[src/hw/rtl/ncc_pkg.sv]
package ncc_pkg;

    localparam int REG_COUNT     = 4;
    localparam int NUM_CASES_DEF = 4;
    localparam int FEAT_W        = 8;
    localparam int SAT_W         = 7;
    localparam int LABEL_W       = 3;
    localparam int INDEX_W       = 3;
    localparam int CFG_INDEX_W   = 3;
    localparam int CFG_DATA_W    = 27;
    // Three squared 8-bit differences: at most 3 * 255 * 255, which fits in 18 bits.
    localparam int DIST_W        = 18;
    localparam int SQ_W          = 2 * FEAT_W;
    localparam int IN_TDATA_W    = 24;
    localparam int OUT_TDATA_W   = 8;

    typedef struct packed {
        logic [LABEL_W-1:0] label;
        logic [FEAT_W-1:0]  sat;
        logic [FEAT_W-1:0]  sys;
        logic [FEAT_W-1:0]  pulse;
    } case_word_t;

    typedef struct packed {
        logic [FEAT_W-1:0] pulse;
        logic [FEAT_W-1:0] sys;
        logic [FEAT_W-1:0] sat;
    } feat_diff_t;

    typedef struct packed {
        logic valid;
        logic advance;
    } stage_ctl_t;

    localparam case_word_t CASE_RESET [REG_COUNT] = '{
        case_word_t'(27'd22567544),
        case_word_t'(27'd90339408),
        case_word_t'(27'd39821452),
        case_word_t'(27'd56255548)
    };

    function automatic logic [FEAT_W-1:0] abs_diff(input logic [FEAT_W-1:0] a,
                                                   input logic [FEAT_W-1:0] b);
        abs_diff = (a > b) ? (a - b) : (b - a);
    endfunction

endpackage

[src/hw/rtl/ncc_cfg_regs.sv]
module ncc_cfg_regs
    import ncc_pkg::*;
(
    input  logic                   clk,
    input  logic                   rst_n,
    input  logic                   cfg_valid,
    input  logic [CFG_INDEX_W-1:0] cfg_index,
    input  logic [CFG_DATA_W-1:0]  cfg_data,
    output case_word_t             cases [REG_COUNT]
);

    case_word_t cases_reg [REG_COUNT];

    always_ff @(posedge clk or negedge rst_n)
    begin
        if (!rst_n)
        begin
            for (int i = 0; i < REG_COUNT; i++)
            begin
                cases_reg[i] <= CASE_RESET[i];
            end
        end
        else if (cfg_valid && ({1'b0, cfg_index} < (CFG_INDEX_W + 1)'(REG_COUNT)))
        begin
            // Writes to indexes past the last case register are dropped.
            cases_reg[cfg_index[$clog2(REG_COUNT)-1:0]] <= case_word_t'(cfg_data);
        end
    end

    assign cases = cases_reg;

endmodule

[src/hw/rtl/ncc_dist_pipe.sv]
module ncc_dist_pipe
    import ncc_pkg::*;
#(
    parameter int NUM_LANES = NUM_CASES_DEF
)
(
    input  logic              clk,
    input  logic              rst_n,
    input  stage_ctl_t        ctl_in,
    input  logic [FEAT_W-1:0] pulse_rate,
    input  logic [FEAT_W-1:0] systolic_pressure,
    input  logic [SAT_W-1:0]  saturation_percent,
    input  case_word_t        cases [REG_COUNT],
    output logic              dist_valid,
    output logic [DIST_W-1:0] case_dist [NUM_LANES]
);

    // Stage one holds per-feature absolute differences, stage two the summed squares.
    feat_diff_t        diff_reg  [NUM_LANES];
    feat_diff_t        diff_next [NUM_LANES];
    logic [DIST_W-1:0] dist_reg  [NUM_LANES];
    logic [DIST_W-1:0] dist_next [NUM_LANES];
    logic              v1_reg;
    logic              v2_reg;

    always_comb
    begin
        for (int i = 0; i < NUM_LANES; i++)
        begin
            diff_next[i].pulse = abs_diff(pulse_rate, cases[i].pulse);
            diff_next[i].sys   = abs_diff(systolic_pressure, cases[i].sys);
            diff_next[i].sat   = abs_diff({1'b0, saturation_percent}, cases[i].sat);
        end
    end

    always_comb
    begin
        for (int i = 0; i < NUM_LANES; i++)
        begin
            dist_next[i] = DIST_W'(SQ_W'(diff_reg[i].pulse * diff_reg[i].pulse))
                         + DIST_W'(SQ_W'(diff_reg[i].sys * diff_reg[i].sys))
                         + DIST_W'(SQ_W'(diff_reg[i].sat * diff_reg[i].sat));
        end
    end

    always_ff @(posedge clk or negedge rst_n)
    begin
        if (!rst_n)
        begin
            v1_reg <= 1'b0;
            v2_reg <= 1'b0;
        end
        else if (ctl_in.advance)
        begin
            v1_reg <= ctl_in.valid;
            v2_reg <= v1_reg;
        end
    end

    always_ff @(posedge clk)
    begin
        if (ctl_in.advance)
        begin
            diff_reg <= diff_next;
            dist_reg <= dist_next;
        end
    end

    assign dist_valid = v2_reg;
    assign case_dist  = dist_reg;

endmodule

[src/hw/rtl/ncc_argmin.sv]
module ncc_argmin
    import ncc_pkg::*;
#(
    parameter int NUM_LANES = NUM_CASES_DEF
)
(
    input  logic               clk,
    input  logic               rst_n,
    input  stage_ctl_t         ctl_in,
    input  logic [DIST_W-1:0]  case_dist [NUM_LANES],
    input  case_word_t         cases [REG_COUNT],
    output logic               res_valid,
    output logic [LABEL_W-1:0] res_label,
    output logic [INDEX_W-1:0] res_index
);

    logic [DIST_W-1:0]  best_dist;
    logic [INDEX_W-1:0] best_index;
    logic [LABEL_W-1:0] best_label;
    logic               valid_reg;
    logic [LABEL_W-1:0] label_reg;
    logic [INDEX_W-1:0] index_reg;

    // Strict less-than keeps the earliest case on a tie.
    always_comb
    begin
        best_dist  = case_dist[0];
        best_index = '0;
        best_label = cases[0].label;
        for (int i = 1; i < NUM_LANES; i++)
        begin
            if (case_dist[i] < best_dist)
            begin
                best_dist  = case_dist[i];
                best_index = INDEX_W'(i);
                best_label = cases[i].label;
            end
        end
    end

    always_ff @(posedge clk or negedge rst_n)
    begin
        if (!rst_n)
        begin
            valid_reg <= 1'b0;
        end
        else if (ctl_in.advance)
        begin
            valid_reg <= ctl_in.valid;
        end
    end

    always_ff @(posedge clk)
    begin
        if (ctl_in.advance)
        begin
            label_reg <= best_label;
            index_reg <= best_index;
        end
    end

    assign res_valid = valid_reg;
    assign res_label = label_reg;
    assign res_index = index_reg;

endmodule

[src/hw/rtl/nearest_case_classifier_unit.sv]
// Nearest-case classifier: one-nearest-neighbor triage on vital-sign samples.
//
// Input stream (s_*): one request per sample. s_tdata carries the pulse rate,
// systolic pressure and oxygen saturation. Output stream (m_*): one result per
// sample with the label and index of the nearest reference case; the earliest
// case wins a tie on squared distance.
// Configuration channel (cfg_*): index 0..3 selects a reference case word
// (pulse in bits 7:0, pressure 15:8, saturation 23:16, label 26:24); other
// indexes are dropped. cfg_ready is always high. Write only while idle.
//
// A request accepted on s_tready raises m_tvalid once it has passed through the
// stages in order: one stage forms
// absolute differences, one squares and sums them per case, and one picks the
// minimum into the output register. Throughput is one sample per cycle while m_tready stays high.
// All stages advance together; when the receiver holds m_tready low with a
// result waiting, the whole pipeline freezes and s_tready drops, so nothing
// is lost or repeated. Empty stages ahead of the output stay frozen as well.
// Reset clears all valid bits and loads the four default reference cases.
module nearest_case_classifier_unit
    import ncc_pkg::*;
#(
    parameter int NUM_CASES = NUM_CASES_DEF
)
(
    input  logic                   clk,
    input  logic                   rst_n,
    input  logic                   s_tvalid,
    output logic                   s_tready,
    // pulse_rate [7:0], systolic_pressure [15:8], saturation_percent [22:16], zero [23]
    input  logic [IN_TDATA_W-1:0]  s_tdata,
    output logic                   m_tvalid,
    input  logic                   m_tready,
    // triage_level [2:0], nearest_index [5:3], zero [7:6]
    output logic [OUT_TDATA_W-1:0] m_tdata,
    input  logic                   cfg_valid,
    output logic                   cfg_ready,
    input  logic [CFG_INDEX_W-1:0] cfg_index,
    input  logic [CFG_DATA_W-1:0]  cfg_data
);

    localparam int NUM_LANES = (NUM_CASES < REG_COUNT) ? NUM_CASES : REG_COUNT;

    case_word_t         cases     [REG_COUNT];
    logic [DIST_W-1:0]  case_dist [NUM_LANES];
    logic               dist_valid;
    logic               res_valid;
    logic [LABEL_W-1:0] res_label;
    logic [INDEX_W-1:0] res_index;
    logic               advance;
    stage_ctl_t         front_ctl;
    stage_ctl_t         back_ctl;

    assign advance   = !res_valid || m_tready;
    assign s_tready  = advance;
    assign cfg_ready = 1'b1;

    assign front_ctl.valid   = s_tvalid;
    assign front_ctl.advance = advance;
    assign back_ctl.valid    = dist_valid;
    assign back_ctl.advance  = advance;

    ncc_cfg_regs u_cfg (
        .clk       (clk),
        .rst_n     (rst_n),
        .cfg_valid (cfg_valid),
        .cfg_index (cfg_index),
        .cfg_data  (cfg_data),
        .cases     (cases)
    );

    ncc_dist_pipe #(
        .NUM_LANES (NUM_LANES)
    ) u_dist (
        .clk                (clk),
        .rst_n              (rst_n),
        .ctl_in             (front_ctl),
        .pulse_rate         (s_tdata[7:0]),
        .systolic_pressure  (s_tdata[15:8]),
        .saturation_percent (s_tdata[22:16]),
        .cases              (cases),
        .dist_valid         (dist_valid),
        .case_dist          (case_dist)
    );

    ncc_argmin #(
        .NUM_LANES (NUM_LANES)
    ) u_argmin (
        .clk       (clk),
        .rst_n     (rst_n),
        .ctl_in    (back_ctl),
        .case_dist (case_dist),
        .cases     (cases),
        .res_valid (res_valid),
        .res_label (res_label),
        .res_index (res_index)
    );

    assign m_tvalid = res_valid;
    assign m_tdata  = {2'b00, res_index, res_label};

endmodule

[config.mk]
export PLATFORM = sky130hd
export DESIGN_NAME = nearest_case_classifier_unit
export DESIGN_NICKNAME = d
export VERILOG_FILES = /design/src/hw/rtl/ncc_pkg.sv /design/src/hw/rtl/ncc_cfg_regs.sv /design/src/hw/rtl/ncc_dist_pipe.sv /design/src/hw/rtl/ncc_argmin.sv /design/src/hw/rtl/nearest_case_classifier_unit.sv
export SDC_FILE = /design/constraint.sdc
export NUM_CORES = 2
export LEC_CHECK = 0
export BUFFER_PORTS_ARGS = -buffer_cell sky130_fd_sc_hd__buf_2
export CAP_MARGIN = 40
export CORE_UTILIZATION = 25
export CTS_BUF_LIST = sky130_fd_sc_hd__clkbuf_8
export DETAILED_ROUTE_END_ITERATION = 10
export PLACE_DENSITY = 0.47
export SLEW_MARGIN = 20
export SYNTH_ARGS = -nofsm -noshare
export SYNTH_HDL_FRONTEND = slang
export SYNTH_SLANG_ARGS = --single-unit
[constraint.sdc]
create_clock -name clk -period 10.7 [get_ports clk]
set_input_delay 3.21 -clock clk [delete_from_list [all_inputs] [get_ports clk]]
set_output_delay 3.21 -clock clk [all_outputs]
set_load 0.05 [all_outputs]
Yosys cells after proc, flatten, opt, wreduce, memory -nomap -nowiden
Cells that the tools add are included.
Widths: inputs -> output; s select.
{"block": "classes", "addsub": 32, "n_mul": 12, "n_lt_le_gt_ge": 18, "mux": 22, "n_bitwise": 1, "reduce_logical": 5}
{"operator": "$mul 8x8->16", "count": 12}
{"operator": "$sub 8x8->8", "count": 16}
{"operator": "$bwmux 108", "count": 1}
{"operator": "$mux 8", "count": 12}
{"operator": "$add 18x16->18", "count": 4}
{"operator": "$add 16x16->17", "count": 4}
{"operator": "$gt 8x8->1", "count": 8}
{"operator": "$demux 27 s2", "count": 1}
{"operator": "$lt 18x18->1", "count": 3}
{"operator": "$mux 18", "count": 2}
{"operator": "$gt 7x8->1", "count": 4}
{"operator": "$sub 7x8->8", "count": 4}
{"operator": "$sub 8x7->8", "count": 4}
{"operator": "$mux 27", "count": 1}
{"operator": "$mux 3", "count": 3}
{"operator": "$ge 3x3->1 const B", "count": 1}
{"operator": "$lt 3x1->1 const B", "count": 1}
{"operator": "$lt 3x3->1 const B", "count": 1}
{"operator": "$not 2->3", "count": 1}
{"operator": "$logic_and 1x1->1", "count": 2}
{"operator": "$mux 1", "count": 2}
{"operator": "$reduce_or 2->1", "count": 1}
{"operator": "$logic_not 1->1", "count": 1}
{"operator": "$logic_or 1x1->1", "count": 1}
{"block": "totals", "reg_bits": 285, "inputBits": 59}

Logic depth before layout (Yosys ltp)
{"block": "logic_depth", "word_depth": 6, "depth_mapped": 35}

Cells and area by module
A second synthesis with hierarchy kept.
{"block": "hier_totals", "hier_cells": 3946, "hier_area_um2": 40216.1}
{"module": "ncc_dist_pipe", "instances": 1, "cells_per_inst": 3458, "area_each_um2": 34159.0}
{"module": "ncc_cfg_regs", "instances": 1, "cells_per_inst": 230, "area_each_um2": 4112.7}
{"module": "ncc_argmin", "instances": 1, "cells_per_inst": 252, "area_each_um2": 1908.1}
{"module": "nearest_case_classifier_unit", "instances": 1, "cells_per_inst": 6, "area_each_um2": 36.3}

Worst setup path after synthesis
No wires, ideal clock.
{"block": "synth_timing", "kind": "input-to-output", "start": "input port m_tready", "end": "output port s_tready", "arrival_time_ns": 7.780, "required_ns": 7.490, "slack_ns": -0.290, "stages": 1, "path_buffers": 0, "cell_sequence": "nand2b_1"}
{"block": "synth_between", "elab_chain_len": 1}
{"element": "from (decl)", "line_no": "nearest_case_classifier_unit.sv:32", "text": "input logic m_tready,"}
{"element": "$logic_or 1x1->1", "line_no": "nearest_case_classifier_unit.sv:53", "text": "assign advance = !res_valid || m_tready;"}
{"element": "to (decl)", "line_no": "nearest_case_classifier_unit.sv:28", "text": "output logic s_tready,"}
No other way between the ends.

==> impl_metrics.tcl <==
set metrics [dict create \
    status "finished, final reports clean" \
    first_iter_violations 1332 \
    end_kind "flop" \
    track_usage_pct 11.8 \
    synthArstFlopShare_pct 39.1 \
    fp.dieW_um 407 \
    rsz0062_at_grt "false" \
    wl_per_cell_um 14.5 \
    clockBufferDepth 3 \
    post-route-period-util_pct 85.2 \
    dp_slack_ps 1530 \
    antenna_found_initial 6 \
    synth_top_area_share_pct 23.9 \
    drive_gt1_share_pct 7.29 \
    path_common_cell "fa_1" \
    drt_wl_total_um 94200 \
    cp-start-kind "flop" \
    grt_max_degree 66 \
    fmax_mhz 110 \
    area_delta_synth_final_pct 9.73 \
    worst_slew_pin_slew_ps 791 \
    yosys_register_bits 284 \
    grt_pass1_wl_um 156000 \
    drtPass1Iterations 5 \
    syn_area_per_cell_um2 9.70 \
    ys_warn_count 0 \
    slew_headroom_pct 46.9 \
    netlist_instances 4216 \
    hpwlAfterDp_um 79800 \
    postCtsHoldBufs 0 \
    numCtsBuffers 50 \
    fin_tns_setup_ps 0 \
    fin_crit_ps 9120 \
    post-cts-setup-buffer-count 0 \
    globalplace.congestion 0.806 \
    ys_types 68 \
    hp-class "flop to flop" \
    synth_edf_count 173 \
    clock_sinks 284 \
    hold_viol 0 \
    arrival_ps 9510 \
    crit_type "flop to flop" \
    cts_root_buf "clkbuf_8" \
    dieArea_mm2 0.165 \
    insertion_delay_ps 660 \
    rows 148 \
    via_count 27500 \
    largest_reg_flops 108 \
    numPortBuffers 64 \
    ant_nets 0 \
    dpl-instance-area_mm2 0.0438 \
    io_pins 70 \
    core_area_mm2 0.163 \
    design_area_mm2 0.0449 \
    setup_viol 0 \
    fin_nets 5426 \
    synthFlopType "edfxtp_1" \
    initial_core_util_pct 25.2 \
    htreeDepth 2 \
    cp.required_ps 11090 \
    dieHeight_um 407 \
    fin_skew_ps 39.3 \
    ys_seq_area_share_pct 19.6 \
    cp_slowest_cell "edfxtp_1" \
    grt_pass1_vias 28900 \
    drc 0 \
    maxCapViolCount 0 \
    finalMaxSlewViolations 0 \
    syn_area_mm2 0.0409 \
    clkSlewWorstSetupHoldPaths_ps 60 \
    synth_top_area_cell "fa_1" \
    post_cts_resized 0 \
    critPathMaxFanout 10 \
    fin_ws_ps 1580 \
    viasPerCell 4.25 \
    cpPeakStageDelay_ps 620 \
    overflow 0 \
    synthTopCellsByArea "fa_1, ha_1, edfxtp_1, inv_1, dfrtp_1" \
    cts_tree "yes" \
]
## final cells by class
cell class                      instances  area, um^2
Fill cell                           17500      118000
Antenna cell                            1        2.50
Clock buffer                           58         798
Sequential cell                       284        8030
Inverter                              944        3540
Tap cell                             2175        2720
Clock inverter                         35         206
Multi-Input combinational cell       2911       29100
Timing Repair Buffer                   78         513
## worst paths after layout
| kind | from | endpoint | slack [ps] | cells past startpoint |
|---|---|---|---|---|
| min | u_dist.dist_valid$_DFFE_PN0P_ | u_argmin.res_valid$_DFFE_PN0P_ | 470 | 1 |
| min reg2reg | u_dist.dist_valid$_DFFE_PN0P_ | u_argmin.res_valid$_DFFE_PN0P_ | 470 | 1 |
| max | u_dist.diff_reg[88]$_DFFE_PP_ | u_dist.case_dist[71]$_DFFE_PP_ | 1580 | 28 |
| max reg2reg | u_dist.diff_reg[88]$_DFFE_PP_ | u_dist.case_dist[71]$_DFFE_PP_ | 1580 | 28 |
| min in group asynchronous | rst_n | u_cfg.cases[61]$_DFFE_PN0P_ | 2460 | 1 |
| max in group asynchronous | rst_n | u_cfg.cases[24]$_DFFE_PN1P_ | 7330 | 3 |
## through the flow
stage	hold WS [ps]	util (%)	cells
finish	472	27.6	6486
global route	503	27.6	6486
CTS	477	27.6	6483
detailed placement	458	27.0	6390
global placement	462	26.9	6387
floorplan	430	-	4218
## critical path: cells and delay by family (launching register included)
family	cells	cell delay [ps]
AO/OA/AOI/OAI	6	1510
XOR/XNOR	2	520
flip-flops	1	620
AND/OR/NAND/NOR	2	420
buffers and inverters	6	350
adder cells (fa/ha/maj)	12	5460
## cell usage in the layout (no fill, tap or decap), drive strengths merged, types with 15 or more instances in the layout
cell | netlist | routed
mux2i | 76 | 76
nor2b | 76 | 76
a21oi | 112 | 112
a211oi | 29 | 29
o21ai | 185 | 185
xnor2 | 152 | 152
fa | 489 | 489
nand2 | 287 | 287
clkbuf | 63 | 58
nor3 | 50 | 50
nor2 | 111 | 111
nand3 | 40 | 40
dfstp | 48 | 48
a21boi | 22 | 22
inv | 944 | 965
a221oi | 20 | 20
ha | 609 | 609
and3 | 24 | 24
xor2 | 57 | 57
dfrtp | 63 | 63
and2 | 204 | 204
mux2 | 70 | 70
buf | 16 | 78
o211ai | 15 | 15
or3 | 19 | 19
o21bai | 17 | 17
a21o | 59 | 59
o21a | 17 | 17
a31oi | 21 | 21
edfxtp | 173 | 173
## cell usage after synthesis, drive strengths merged, types with 24 or more instances
library cell / count
inv: 944
ha: 609
fa: 489
nand2: 287
and2: 204
o21ai: 185
edfxtp: 173
xnor2: 152
a21oi: 112
nor2: 111
mux2i: 76
nor2b: 76
mux2: 70
clkbuf: 63
dfrtp: 63
a21o: 59
xor2: 57
nor3: 50
dfstp: 48
nand3: 40
a211oi: 29
and3: 24
## layer usage
| layer | up-vias | global-route usage, % | routed length, um |
|---|---|---|---|
| li1 | 13700 | - | - |
| met1 | 13400 | 17.4 | 49300 |
| met2 | 286 | 18.8 | 41200 |
| met3 | 87 | 1.34 | 2580 |
| met4 | 4 | 1.67 | 1130 |
| met5 | - | 0 | 27 |
## logic make-up after synthesis
family / share of synthesized area, %
other cells: 0.0184
flops: 19.6
fa+ha+maj: 42.6
compound gates: 9.31
xor+xnor: 4.47
buf+inv: 9.46
mux: 3.81
simple gates: 10.7
Power is not shown: default switching activity piles up to over one toggle a cycle in this logic, so the estimate is an artifact.
